`src/rtl/edc_pkg.sv`:
```
// ----------------------------------------------------------------------------
// edc_pkg
// Shared types and constants of the escape byte deframer and command decoder.
// ----------------------------------------------------------------------------
package edc_pkg;

  localparam int NUM_BOARDS   = 4;
  localparam int PAYLOAD_KEPT = 6;
  localparam int QUEUE_DEPTH  = 4;

  localparam int IDX_W  = $clog2(PAYLOAD_KEPT);
  localparam int CNT_W  = $clog2(PAYLOAD_KEPT + 1);
  localparam int QPTR_W = $clog2(QUEUE_DEPTH);
  localparam int QCNT_W = $clog2(QUEUE_DEPTH + 1);

  localparam logic [7:0] ESC_BYTE    = 8'hFF;
  localparam logic [7:0] OPEN_BYTE   = 8'hFE;
  localparam logic [7:0] CLOSE_BYTE  = 8'hFD;
  localparam logic [7:0] CMD_WALL    = 8'd0;
  localparam logic [7:0] CMD_PICTURE = 8'd1;
  localparam logic [7:0] CMD_STATUS  = 8'd10;
  localparam logic [7:0] BOARD_LIMIT = 8'(NUM_BOARDS);
  localparam logic [7:0] BOARD_ID_RESET = 8'd1;

  typedef enum logic [1:0] {
    OP_OPEN,
    OP_PUSH,
    OP_CLOSE
  } edc_op_t;

  typedef struct packed {
    edc_op_t    op;
    logic [7:0] data;
  } edc_cmd_t;

  typedef struct packed {
    logic full;
    logic empty;
  } edc_q_status_t;

  typedef enum logic [2:0] {
    KIND_WALL        = 3'd0,
    KIND_PICTURE     = 3'd1,
    KIND_STATUS      = 3'd2,
    KIND_UNKNOWN     = 3'd3,
    KIND_OTHER_BOARD = 3'd4,
    KIND_BAD_SLOT    = 3'd5,
    KIND_EMPTY       = 3'd6
  } edc_kind_t;

  typedef struct packed {
    logic [2:0] kind;
    logic [7:0] target_board;
    logic [7:0] picture_number;
    logic [7:0] wall_north;
    logic [7:0] wall_east;
    logic [7:0] wall_south;
    logic [7:0] wall_west;
  } edc_result_t;

endpackage

```
`src/rtl/edc_if.sv`:
```
// ----------------------------------------------------------------------------
// edc_if
// Valid/ready channels for received bytes and decoded command results.
// ----------------------------------------------------------------------------
interface edc_byte_if;
  logic       valid;
  logic       ready;
  logic [7:0] rx_byte;

  modport source (output valid, output rx_byte, input ready);
  modport sink   (input valid, input rx_byte, output ready);
endinterface

interface edc_result_if;
  logic                 valid;
  logic                 ready;
  edc_pkg::edc_result_t payload;

  modport source (output valid, output payload, input ready);
  modport sink   (input valid, input payload, output ready);
endinterface

```
`src/rtl/edc_front.sv`:
```
// ----------------------------------------------------------------------------
// edc_front
// Byte classifier: tracks framing and escapes, emits open/push/close words.
// ----------------------------------------------------------------------------
module edc_front (
  input  logic                   clk,
  input  logic                   rst,
  edc_byte_if.sink               rx,
  input  edc_pkg::edc_q_status_t q_status,
  output logic                   push,
  output edc_pkg::edc_cmd_t      push_cmd
);

  logic       in_frame;
  logic       in_frame_next;
  logic [7:0] last_byte;
  logic [7:0] last_byte_next;
  logic       emit;
  logic       take;

  assign rx.ready = !q_status.full;
  assign take     = rx.valid && rx.ready;
  assign push     = take && emit;

  always_comb begin
    in_frame_next  = in_frame;
    last_byte_next = rx.rx_byte;
    emit           = 1'b0;
    push_cmd.op    = edc_pkg::OP_PUSH;
    push_cmd.data  = rx.rx_byte;
    if (!in_frame) begin
      if (last_byte == edc_pkg::ESC_BYTE && rx.rx_byte == edc_pkg::OPEN_BYTE) begin
        in_frame_next = 1'b1;
        emit          = 1'b1;
        push_cmd.op   = edc_pkg::OP_OPEN;
      end
    end else if (rx.rx_byte == edc_pkg::ESC_BYTE) begin
      if (last_byte == edc_pkg::ESC_BYTE) begin
        emit           = 1'b1;
        last_byte_next = 8'h00;
      end
    end else if (last_byte == edc_pkg::ESC_BYTE && rx.rx_byte == edc_pkg::CLOSE_BYTE) begin
      in_frame_next = 1'b0;
      emit          = 1'b1;
      push_cmd.op   = edc_pkg::OP_CLOSE;
    end else begin
      emit = 1'b1;
    end
  end

  always_ff @(posedge clk) begin
    if (rst) begin
      in_frame  <= 1'b0;
      last_byte <= edc_pkg::ESC_BYTE;
    end else if (take) begin
      in_frame  <= in_frame_next;
      last_byte <= last_byte_next;
    end
  end

endmodule

```
`src/rtl/edc_queue.sv`:
```
// ----------------------------------------------------------------------------
// edc_queue
// Short word queue between the byte classifier and the frame decoder.
// ----------------------------------------------------------------------------
module edc_queue (
  input  logic                   clk,
  input  logic                   rst,
  input  logic                   push,
  input  edc_pkg::edc_cmd_t      push_cmd,
  input  logic                   pop,
  output edc_pkg::edc_cmd_t      head,
  output edc_pkg::edc_q_status_t q_status
);

  edc_pkg::edc_cmd_t              mem [edc_pkg::QUEUE_DEPTH];
  logic [edc_pkg::QPTR_W-1:0]     wr_ptr;
  logic [edc_pkg::QPTR_W-1:0]     rd_ptr;
  logic [edc_pkg::QCNT_W-1:0]     count;

  localparam logic [edc_pkg::QPTR_W-1:0] LAST_PTR = edc_pkg::QPTR_W'(edc_pkg::QUEUE_DEPTH - 1);
  localparam logic [edc_pkg::QCNT_W-1:0] FULL_CNT = edc_pkg::QCNT_W'(edc_pkg::QUEUE_DEPTH);

  assign head           = mem[rd_ptr];
  assign q_status.full  = (count == FULL_CNT);
  assign q_status.empty = (count == '0);

  always_ff @(posedge clk) begin
    if (push) begin
      mem[wr_ptr] <= push_cmd;
    end
  end

  always_ff @(posedge clk) begin
    if (rst) begin
      wr_ptr <= '0;
      rd_ptr <= '0;
      count  <= '0;
    end else begin
      if (push) begin
        wr_ptr <= (wr_ptr == LAST_PTR) ? '0 : wr_ptr + 1'b1;
      end
      if (pop) begin
        rd_ptr <= (rd_ptr == LAST_PTR) ? '0 : rd_ptr + 1'b1;
      end
      if (push && !pop) begin
        count <= count + 1'b1;
      end else if (pop && !push) begin
        count <= count - 1'b1;
      end
    end
  end

endmodule

```
`src/rtl/edc_back.sv`:
```
// ----------------------------------------------------------------------------
// edc_back
// Frame decoder: keeps the payload, decodes the command at frame close.
// ----------------------------------------------------------------------------
module edc_back (
  input  logic                   clk,
  input  logic                   rst,
  input  logic                   cfg_wr_en,
  input  logic [7:0]             cfg_wr_data,
  input  edc_pkg::edc_cmd_t      head,
  input  edc_pkg::edc_q_status_t q_status,
  output logic                   pop,
  edc_result_if.source           result
);

  logic [7:0]                own_board_id;
  logic [7:0]                store [edc_pkg::PAYLOAD_KEPT];
  logic [edc_pkg::CNT_W-1:0] count;
  logic                      res_valid;
  edc_pkg::edc_result_t      res;
  edc_pkg::edc_result_t      res_next;
  logic                      slot_free;

  localparam logic [edc_pkg::CNT_W-1:0] KEPT_CNT = edc_pkg::CNT_W'(edc_pkg::PAYLOAD_KEPT);

  assign slot_free      = !res_valid || result.ready;
  assign pop            = !q_status.empty && (head.op != edc_pkg::OP_CLOSE || slot_free);
  assign result.valid   = res_valid;
  assign result.payload = res;

  always_comb begin
    res_next = '0;
    if (count == '0) begin
      res_next.kind = edc_pkg::KIND_EMPTY;
    end else if (store[0] == edc_pkg::CMD_WALL) begin
      res_next.kind = edc_pkg::KIND_WALL;
    end else if (store[0] == edc_pkg::CMD_PICTURE) begin
      res_next.target_board = store[1];
      if (store[1] == own_board_id) begin
        res_next.kind           = edc_pkg::KIND_PICTURE;
        res_next.picture_number = store[2];
      end else begin
        res_next.kind = edc_pkg::KIND_OTHER_BOARD;
      end
    end else if (store[0] == edc_pkg::CMD_STATUS) begin
      res_next.target_board = store[1];
      if (store[1] != 8'd0 && store[1] <= edc_pkg::BOARD_LIMIT) begin
        res_next.kind       = edc_pkg::KIND_STATUS;
        res_next.wall_north = store[2];
        res_next.wall_east  = store[3];
        res_next.wall_south = store[4];
        res_next.wall_west  = store[5];
      end else begin
        res_next.kind = edc_pkg::KIND_BAD_SLOT;
      end
    end else begin
      res_next.kind = edc_pkg::KIND_UNKNOWN;
    end
  end

  always_ff @(posedge clk) begin
    if (rst) begin
      own_board_id <= edc_pkg::BOARD_ID_RESET;
    end else if (cfg_wr_en) begin
      own_board_id <= cfg_wr_data;
    end
  end

  always_ff @(posedge clk) begin
    if (rst) begin
      count     <= '0;
      res_valid <= 1'b0;
      for (int i = 0; i < edc_pkg::PAYLOAD_KEPT; i++) begin
        store[i] <= 8'h00;
      end
    end else begin
      if (pop && head.op == edc_pkg::OP_CLOSE) begin
        res_valid <= 1'b1;
      end else if (result.ready) begin
        res_valid <= 1'b0;
      end
      if (pop) begin
        case (head.op)
          edc_pkg::OP_OPEN: begin
            count <= '0;
            for (int i = 0; i < edc_pkg::PAYLOAD_KEPT; i++) begin
              store[i] <= 8'h00;
            end
          end
          edc_pkg::OP_PUSH: begin
            if (count < KEPT_CNT) begin
              store[count[edc_pkg::IDX_W-1:0]] <= head.data;
              count <= count + 1'b1;
            end
          end
          edc_pkg::OP_CLOSE: begin
            count <= '0;
            res   <= res_next;
          end
          default: begin
            count <= count;
          end
        endcase
      end
    end
  end

endmodule

```
`src/rtl/escape_byte_deframer_command_decode.sv`:
```
// ----------------------------------------------------------------------------
// escape_byte_deframer_command_decode
// Escape-byte deframer with board command decode, one result per frame.
// Throughput: one byte per cycle while the word queue is not full.
// A closing word passes through the word queue, then the result register.
// The four-word queue lets the classifier run while a result waits.
// Reset: synchronous, clears framing, queue, payload store, board id to 1.
// ----------------------------------------------------------------------------
module escape_byte_deframer_command_decode (
  input  logic         clk,
  input  logic         rst,
  input  logic         cfg_wr_en,
  input  logic [7:0]   cfg_wr_data,
  edc_byte_if.sink     rx,
  edc_result_if.source result
);

  edc_pkg::edc_q_status_t q_status;
  edc_pkg::edc_cmd_t      push_cmd;
  edc_pkg::edc_cmd_t      head;
  logic                   push;
  logic                   pop;

  edc_front u_front (
    .clk      (clk),
    .rst      (rst),
    .rx       (rx),
    .q_status (q_status),
    .push     (push),
    .push_cmd (push_cmd)
  );

  edc_queue u_queue (
    .clk      (clk),
    .rst      (rst),
    .push     (push),
    .push_cmd (push_cmd),
    .pop      (pop),
    .head     (head),
    .q_status (q_status)
  );

  edc_back u_back (
    .clk         (clk),
    .rst         (rst),
    .cfg_wr_en   (cfg_wr_en),
    .cfg_wr_data (cfg_wr_data),
    .head        (head),
    .q_status    (q_status),
    .pop         (pop),
    .result      (result)
  );

  a_no_push_full: assert property (@(posedge clk) disable iff (rst)
    q_status.full |-> !push)
    else $error("word pushed into full queue");

  a_no_pop_empty: assert property (@(posedge clk) disable iff (rst)
    q_status.empty |-> !pop)
    else $error("word popped from empty queue");

  a_close_gives_result: assert property (@(posedge clk) disable iff (rst)
    (pop && head.op == edc_pkg::OP_CLOSE) |=> result.valid)
    else $error("frame close produced no result");

endmodule

```
`src/flat_wrapper.sv`:
```
// flat-port wrapper written by rule: the top's interface ports become plain ports
module escape_byte_deframer_command_decode_flat 
  (clk, rst, cfg_wr_en, cfg_wr_data, rx_valid, rx_rx_byte, rx_ready, result_valid, result_payload, result_ready);
  edc_byte_if rx_i ();
  edc_result_if result_i ();
  input  logic clk;
  input  logic rst;
  input  logic cfg_wr_en;
  input  logic [7:0] cfg_wr_data;
  input wire logic [$bits(rx_i.valid)-1:0] rx_valid;
  input wire logic [$bits(rx_i.rx_byte)-1:0] rx_rx_byte;
  output wire logic [$bits(rx_i.ready)-1:0] rx_ready;
  output wire logic [$bits(result_i.valid)-1:0] result_valid;
  output wire logic [$bits(result_i.payload)-1:0] result_payload;
  input wire logic [$bits(result_i.ready)-1:0] result_ready;
  assign rx_i.valid = rx_valid;
  assign rx_i.rx_byte = rx_rx_byte;
  assign rx_ready = rx_i.ready;
  assign result_valid = result_i.valid;
  assign result_payload = result_i.payload;
  assign result_i.ready = result_ready;
  escape_byte_deframer_command_decode u_core (.clk(clk), .rst(rst), .cfg_wr_en(cfg_wr_en), .cfg_wr_data(cfg_wr_data), .rx(rx_i), .result(result_i));
endmodule
```
`config.mk`:
```
export PLATFORM = sky130hd
export DESIGN_NAME = escape_byte_deframer_command_decode_flat
export DESIGN_NICKNAME = d
export VERILOG_FILES = /design/src/rtl/edc_pkg.sv /design/src/rtl/edc_if.sv /design/src/rtl/edc_front.sv /design/src/rtl/edc_queue.sv /design/src/rtl/edc_back.sv /design/src/rtl/escape_byte_deframer_command_decode.sv /design/src/flat_wrapper.sv
export SDC_FILE = /design/constraint.sdc
export NUM_CORES = 1
export LEC_CHECK = 0
export BUFFER_PORTS_ARGS = -buffer_cell sky130_fd_sc_hd__clkbuf_2
export CAP_MARGIN = 20
export CORE_MARGIN = 2
export CORE_UTILIZATION = 30
export DETAILED_ROUTE_END_ITERATION = 6
export PLACE_DENSITY = 0.5
export SYNTH_ARGS = -nofsm -noshare
export SYNTH_HDL_FRONTEND = slang
export SYNTH_SLANG_ARGS = --single-unit
```
`constraint.sdc`:
```
create_clock -name clk -period 5.5 [get_ports clk]
set_clock_uncertainty 0.15 [all_clocks]
set_input_delay 0.275 -clock clk [delete_from_list [all_inputs] [get_ports clk]]
set_output_delay 0.275 -clock clk [all_outputs]
set_load 0.01 [all_outputs]
```
# Word level (Yosys, flattened, before mapping)
# Memory sizes are Yosys's and may differ from the RTL's. A register that Yosys moved wholly into a read port is not among the register bits.
# Cells that the tools add are included.
# word_totals
out_inout_bits	53
register_bits	55
romBits	0
input_bits	21
mem_bits_rw	88
n_memories	2
latchBits	0
elab_cells	130
# memory_table
name	depth	width	read_ports	rd_ports_with_merged_regs	wr	line	source
u_core.u_back.store	6	8	6	3	6	edc_back.sv:17	logic [7:0] store [edc_pkg::PAYLOAD_KEPT];
u_core.u_queue.mem	4	10	1	1	1	edc_queue.sv:15	edc_pkg::edc_cmd_t mem [edc_pkg::QUEUE_DEPTH];
# op_classes
n_div	0
n_shift	0
magnitude_cmp	2
mul	0
addsub	5
n_reduce_logical	31
bitwise_logic	11
n_mux	52
eq_ne	14
# op_table
cell	n
$mux 8	11
$eq 8x8->1 const B	4
$mux 1	24
$mux 3	8
$mux 2	7
$mux 11	1
$logic_and 1x1->1	9
$eq 8x1->1 const B	1
$eq 8x4->1 const B	1
$eq 8x8->1	1
$le 8x3->1 const B	1
$logic_not 8->1	1
$reduce_bool 8->1	1
$reduce_or 8->1	1
$add 3x1->3 const B	2
$eq 2x2->1 const B	3
$logic_not 3->1	2
$or 1x1->1	6
$pmux 3 s2	1
$reduce_and 3->1	2
$reduce_bool 2->1	3
$logic_not 1->1	5
$not 1->1	5
$reduce_or 5->1	1
other kinds (10)	14

# Logic depth before layout (Yosys ltp)
# Gate-level depths: netlist (run 1).
# depth
ltp_word	9
mapped_depth	10
mapped_depth_nobuf	10

# Hierarchy
# Synthesis (run 1) repeated with hierarchy kept, for this count alone.
# hier_totals
cells_unflattened	455
area_unflattened_um2	6849.1
# by_module_without_submodules
module	area_each_um2	seq_area_each_um2	n_inst	cells_each
edc_back	4494.3	3213.1	1	312
edc_queue	1883.1	1381.3	1	96
edc_front	471.7	180.2	1	47

# Least setup slack after synthesis (run 1)
# Ideal clock, no wire load.
# synth_timing
path_type	register to register
start	register (tool-made name)
end	register, netlist name result_payload[0]
setup_slack_ns	0.054
t_arrival_ns	4.773
setup_ns	0.523
stages_incl_launch_ff	6
required_time_ns	4.827
n_path_buf	1
cell_sequence	dfxtp_1 buf_6 mux4_2 nor2_1 nand2_1 nor3_1

==> qor.csv, run 1 <==
metric,value,unit
worst hold slack,0.0362,ns
min-delay worst type,input pin to flip-flop,
Final min period,3.30,ns
Via density,4.55,
clock slew at reported path FFs,0.07,ns
vias in the first global route,3974,
max-slew violations,0,
synth unique cells,52,
actual slew at the worst max-slew pin,0.972,ns
CP Class,flip-flop to flip-flop,
H-Tree Depth,4,
register bit total from synthesis,169,
Critical Path RT,5.70,ns
"non-filler cells, final",868,
RR Endpoint,u_core.u_queue.count[2],
Num CTS Buffers,17,
RePlAce Congestion,0.825,
clock buffer depth,2,
vias post-DR,3948,
crit path to,u_core.u_queue.count[2],
# Post-CTS Setup Buffers,0,
input/output buffers,73,
Hold Path Depth,4,
synth warn,0,
"critical path, cell by cell",mux4_2 > o21ai_1 > ha_1 > inv_1 > fa_1 > xor2_1 > or3_1 > a21oi_1,
Starting Density,0.304,
Die H,155,µm
DR pass1 iterations,5,
crit path launch type,flip-flop,
RSZ-0062 raised after global routing,false,
Sink Count,169,
Max Cap Viol,0,
antenna-violating nets left,0,
FMAX,303,MHz
top-level I/O count,74,
VDD IR max,0.190,mV
Fin. Hold Viols,0,
syn_area_per_cell,14.3,µm²
Setup crit end kind,flip-flop,
critical path arrival,3.50,ns
initial antenna violation count,0,
P per Cell Area,422,mW/mm²
DR iter-0 viols,203,
Routed Wire Length,12800,µm
CP peak stage delay,0.72,ns
Fillers,2162,
hold_sp,rx_valid,
Crit Path Max Fanout,11,
largest net degree at the start of global routing,52,
Global Route Usage Sum,0.115,
grt total ovfl,0,
Setup TNS Final,0,ns
dpl hpwl,9220,µm
ANT cells,0,
relative max-transition margin,0.345,
Post-route DRC,0,
"Slowest-stage cell, CP",dfxtp_1,
Tcrit/Tclk final,0.601,
core box area,0.0224,mm²
root buf cell,clkbuf_16,
syn_nets,508,
CTS tree,yes,
clk_lat worst skew,0.43,ns
Die X-Extent,155,µm
share of layout cells above drive strength 1,0.208,
die area,0.0239,mm²
synthesized area,0.00681,mm²
R2R Setup Slk,2.20,ns
wire per inst,14.8,µm
R2R depth,8,
Post-Place Cells,820,
setup violators final,0,
first-pass GRT wire length,21100,µm
nets,600,
Post-Synthesis Cells,478,
Leakage,3.03,nW
register area share after synthesis,0.701,
synthesis-to-finish area growth,20.5,%
status,"complete, no violations",
std cell rows,55,
==> worst max-delay path: cells and delay by family (launching register included) <==
family	cells	cell delay [ns]
buf+inv	1	0.06
simple gates	1	0.31
flops	1	0.72
fa+ha+maj	2	0.64
xor+xnor	1	0.18
compound gates	2	0.51
mux	1	0.65
==> synthesized netlist by cell type (all sizes together) <==
cell | instances | area, µm²
fa | 1 | 20.0
and2 | 48 | 300
a21oi | 15 | 75.1
inv | 7 | 26.3
a21boi | 1 | 7.51
a41oi | 2 | 17.5
o311ai | 1 | 8.76
a211oi | 1 | 7.51
ha | 8 | 100
nor2b | 3 | 18.8
o31a | 1 | 8.76
or3 | 4 | 25.0
mux2i | 9 | 90.1
nor2 | 73 | 282
nand3 | 3 | 20.0
nand2 | 30 | 113
nand4 | 4 | 25.0
or4 | 5 | 37.5
o21ai | 13 | 65.1
a311oi | 1 | 8.76
a311o | 1 | 10.0
clkbuf | 5 | 18.8
or3b | 1 | 8.76
nor4 | 3 | 18.8
dfxtp | 30 | 601
a221o | 8 | 80.1
nand3b | 1 | 7.51
buf | 12 | 101
or2 | 2 | 12.5
nor3 | 6 | 35.0
a21o | 1 | 7.51
a2bb2oi | 1 | 8.76
nor4b | 1 | 15.0
xor2 | 10 | 87.6
nand2b | 7 | 43.8
and3 | 4 | 25.0
o31ai | 1 | 7.51
o21bai | 1 | 7.51
a31oi | 2 | 12.5
a211o | 1 | 8.76
mux4 | 11 | 267
edfxtp | 139 | 4170
==> cell families (layout without fill, tap and decap cells) <==
family,count (synthesis),count (layout),share of synthesized area
compound gates,51,51,0.0501
flops,169,169,0.701
buf+inv,24,129,0.0215
simple gates,195,195,0.145
xor+xnor,10,10,0.0129
fa+ha+maj,9,9,0.0176
mux,20,20,0.0523
==> stage by stage <==
stage	setup WS, ns	util	total power, mW	area (µm²)
after CTS	2.11	0.366	3.51	8200
after global routing	1.99	0.366	3.65	8210
after global placement	2.29	0.331	2.26	7430
after detailed placement	2.12	0.331	2.28	7430
after floorplan	0.0537	-	2.10	6810
final	2.20	0.366	3.47	8210
==> cell usage in the layout (no fill, tap or decap), types with 3 or more instances in the layout <==
cell,instances
mux2i_1,9
inv_8,4
nand2b_1,7
dlygate4sd3_1,15
clkinv_8,4
nor4_1,3
nand4_1,4
and2_1,48
or3_1,4
nand2_1,30
and3_1,4
o21ai_1,5
inv_6,3
nor2_1,70
nor3_1,4
o21ai_0,8
dfxtp_1,30
xor2_1,10
or4_1,5
a21oi_1,15
mux4_2,6
nor2_2,3
edfxtp_1,139
mux4_1,5
ha_1,8
clkbuf_2,73
nor2b_1,3
a221o_1,8
clkbuf_16,17
inv_1,7
==> layout make-up <==
| type | instances | area (µm²) | share of cell area |
|---|---|---|---|
| Multi-Input combinational cell | 285 | 1900 | 0.231 |
| Tap cell | 285 | 357 | 0.0434 |
| Timing Repair Buffer | 90 | 528 | 0.0643 |
| Clock inverter | 15 | 199 | 0.0242 |
| Clock buffer | 17 | 425 | 0.0518 |
| Sequential cell | 169 | 4770 | 0.582 |
| Inverter | 7 | 26.3 | 0.00320 |
==> metal layers <==
layer	global-route usage	routed length [µm]	vias to the layer above
met2	0.188	6320	107
met3	0.0339	637	8
li1	-	-	1943
met1	0.145	5730	1890
met5	0	0	-
met4	0.0401	137	0
==> timing repair <==
item / 4_1_cts / 5_1_grt
hold buffers: 15 / 0
resized for setup: 0 / 0
endpoints found under the hold margin: 36 / 0
setup endpoints to repair: 0 / 0
==> state kept, by name, indices dropped and copies added (netlist names), 2 cells and up, named ones only <==
| register | flops |
|---|---|
| u_core.u_back.count | 3 |
| u_core.u_back.store | 48 |
| u_core.u_queue.rd_ptr | 2 |
| u_core.u_front.last_byte | 8 |
| u_core.u_queue.wr_ptr | 2 |
| u_core.u_back.own_board_id | 8 |
| result_payload | 16 |
| u_core.u_queue.count | 3 |
| u_core.u_queue.mem | 40 |
| u_core.u_back.result.payload | 35 |
==> how the worst min path moves through the flow <==
stage,to,slack [ns]
after floorplan,u_core.u_queue.mem[0][0],0.22
after global placement,u_core.u_front.last_byte[7],0.32
after detailed placement,u_core.u_front.last_byte[4],0.32
after CTS,u_core.u_front.in_frame,0.02
after global routing,u_core.u_front.in_frame,0.06
final,u_core.u_front.in_frame,0.04
==> report_power, final <==
group          internal [mW]  switching [mW]
sequential              1.63           0.107
combinational          0.195           0.316
clock                  0.661           0.559
Power figures use the tool's default switching activity.
==> run 2: changes to the inputs <==
clock period = 2.7 ns   (was 5.5 ns; I/O delays follow)
==> run 2 against run 1 <==
  * Sequential share of layout area shrank 2.2 points
  * Critical path depth grew 2
  * Hold slack lost 0.012 ns
  * Combinational power grew 150%
  * Power grew 110%
  * Clock-buffer cell count is the same
  * Sequential power grew 100%
  * Final cell count grew 3.9%
  * Wire length grew 5.7%
  * Worst setup slack lost 2.2 ns
  * Final area grew 4.1%
==> qor.csv, run 2 (synthesized netlist as in run 1, its figures left out) <==
metric,value,unit,change
vias in the first global route,4206,,+5.8%
Global Route Usage Sum,0.119,,+0.00415
max reg flops,48,,unchanged
RSZ-0062 raised after global routing,true,,
Sink Count,169,,unchanged
Setup crit end kind,flip-flop,,
Final Instance Area,0.00855,mm²,+4.1%
Hold Path Depth,3,,-1
clock network power share,0.352,,about the same
dpl ws,-0.0602,ns,-2.18 ns
Final Total Pwr,7.36,mW,+110%
"non-filler cells, final",902,,+3.9%
synthesis-to-finish area growth,25.4,%,
"commonest non-fill, non-tap cell in the layout",edfxtp_1,,
share of layout cells above drive strength 1,0.269,,+0.0615
core box area,0.0224,mm²,unchanged
DP Area,0.00767,mm²,+3.2%
largest net degree at the start of global routing,52,,unchanged
max-slew violations,0,,unchanged
min-delay worst type,input pin to flip-flop,,
Die H,155,µm,unchanged
grt total ovfl,0,,unchanged
VDD IR max,0.407,mV,+110%
Via density,4.57,,+0.50%
DR iter-0 viols,215,,+5.9%
CTS tree,yes,,
Starting Density,0.304,,unchanged
clk_lat worst skew,0.43,ns,about the same
nets,634,,+5.7%
Switch Pwr,2.08,mW,+110%
relative max-transition margin,0.544,,+0.198
clock slew at reported path FFs,0.07,ns,about the same
Comb pwr share,0.173,,+0.025
initial antenna violation count,0,,unchanged
Critical Path RT,2.92,ns,-2.78 ns
Max Cap Viol,0,,unchanged
CP Class,flip-flop to flip-flop,,
R2R depth,10,,+2
H-Tree Depth,4,,unchanged
FMAX,375,MHz,+24%
dpl hpwl,9520,µm,+3.2%
ANT cells,0,,unchanged
internal power,5.28,mW,+110%
wire per inst,15.0,µm,+1.7%
Fillers,2170,,+0.37%
DR pass1 iterations,4,,-1
std cell rows,55,,unchanged
Post-route DRC,0,,unchanged
crit path launch type,flip-flop,,
vias post-DR,4123,,+4.4%
multi-input logic area,0.00193,mm²,+1.6%
Post-Place Cells,849,,+3.5%
Die X-Extent,155,µm,unchanged
P per Cell Area,861,mW/mm²,+100%
Routed Wire Length,13600,µm,+5.7%
Final min period,2.67,ns,-0.637 ns
Leakage,3.19,nW,+5.6%
setup violators final,0,,unchanged
actual slew at the worst max-slew pin,0.676,ns,-0.296 ns
antenna-violating nets left,0,,unchanged
first-pass GRT wire length,22000,µm,+4.4%
root buf cell,clkbuf_16,,
Flop pwr share,0.475,,-0.025
most frequent cells in the layout,"edfxtp_1 (139), clkbuf_2 (73), nor2_1 (67), and2_1 (48), buf_4 (31)",,
Tcrit/Tclk final,0.987,,+0.387
clock buffer depth,2,,unchanged
Sw Share,0.282,,-0.00156
Fin. Hold Viols,0,,unchanged
status,"complete, no violations",,
RePlAce Congestion,0.806,,-2.3%
input/output buffers,73,,unchanged
Setup TNS Final,0,ns,unchanged
Num CTS Buffers,17,,unchanged
worst setup margin,0.0339,ns,-2.16 ns
die area,0.0239,mm²,unchanged
Crit Path Max Fanout,4,,-7
Largest Register,u_core.u_back.store,,
critical path arrival,2.89,ns,-0.61 ns
sequential cell area,0.00478,mm²,+0.18%
top-level I/O count,74,,unchanged
[run 2: cell types whose count changed in the layout (fill, tap and decap cells not counted), sizes merged]
cell,delta
buf,+30
bufinv,+1
clkinv,-1
dlygate4sd3,+4
[run 2: final cells by class]
| class | instances | share of cell area |
|---|---|---|
| Clock buffer | 17 | 0.0498 |
| Clock inverter | 15 | 0.0255 |
| Inverter | 7 | 0.00307 |
| Multi-Input combinational cell | 285 | 0.226 |
| Sequential cell | 169 | 0.560 |
| Tap cell | 285 | 0.0417 |
| Timing Repair Buffer | 124 | 0.0946 |
[run 2: routing by layer]
metal  global-route usage  part of all wire
met5                    0                 0
met4               0.0485             0.017
met3               0.0303             0.041
met2                0.198              0.49
met1                0.147              0.45
[run 2: worst max-delay path, cell delays in order (launching register included)]
cell	delay, ns
dfxtp_2	0.34
nand4_1	0.12
or2_1	0.25
a311o_1	0.40
nor2_2	0.13
ha_2	0.19
inv_1	0.05
fa_2	0.33
xor2_1	0.18
or3_1	0.33
a21oi_2	0.13
[run 2: what timing repair did]
item / 4_1_cts / 5_1_grt
endpoints found under the hold margin: 52 / 0
setup endpoints to repair: 1 / 1
pin swaps: 2 / 5
buffers inserted: 0 / 2
hold buffers: 19 / 0
gates resized for setup: 1 / 12
[run 2: final timing paths]
check,slack (ns),endpoint,from
setup / recovery,0.03,u_core.u_queue.count[2],u_core.u_front.last_byte[4]
hold / removal,0.02,u_core.u_back.own_board_id[5],cfg_wr_en
setup reg to reg,0.03,u_core.u_queue.count[2],u_core.u_front.last_byte[4]
hold reg to reg,0.33,u_core.u_front.last_byte[5],u_core.u_front.last_byte[5]
[run 2: power by group through the flow]
stage,Sequential (mW),Combinational [mW],Clock (mW)
2_1_floorplan,3.56,0.705,0
3_3_place_gp,3.54,1.22,0
3_5_place_dp,3.56,1.24,0
4_1_cts,3.50,1.27,2.66
5_1_grt,3.55,1.41,2.78
6_report,3.50,1.27,2.59
[run 2: stage by stage]
| step | utilization | hold slack [ns] |
|---|---|---|
| 2_1_floorplan | - | 0.0839 |
| 3_3_place_gp | 0.342 | 0.193 |
| 3_5_place_dp | 0.342 | 0.196 |
| 4_1_cts | 0.379 | 0.00999 |
| 5_1_grt | 0.381 | 0.0353 |
| 6_report | 0.381 | 0.0238 |
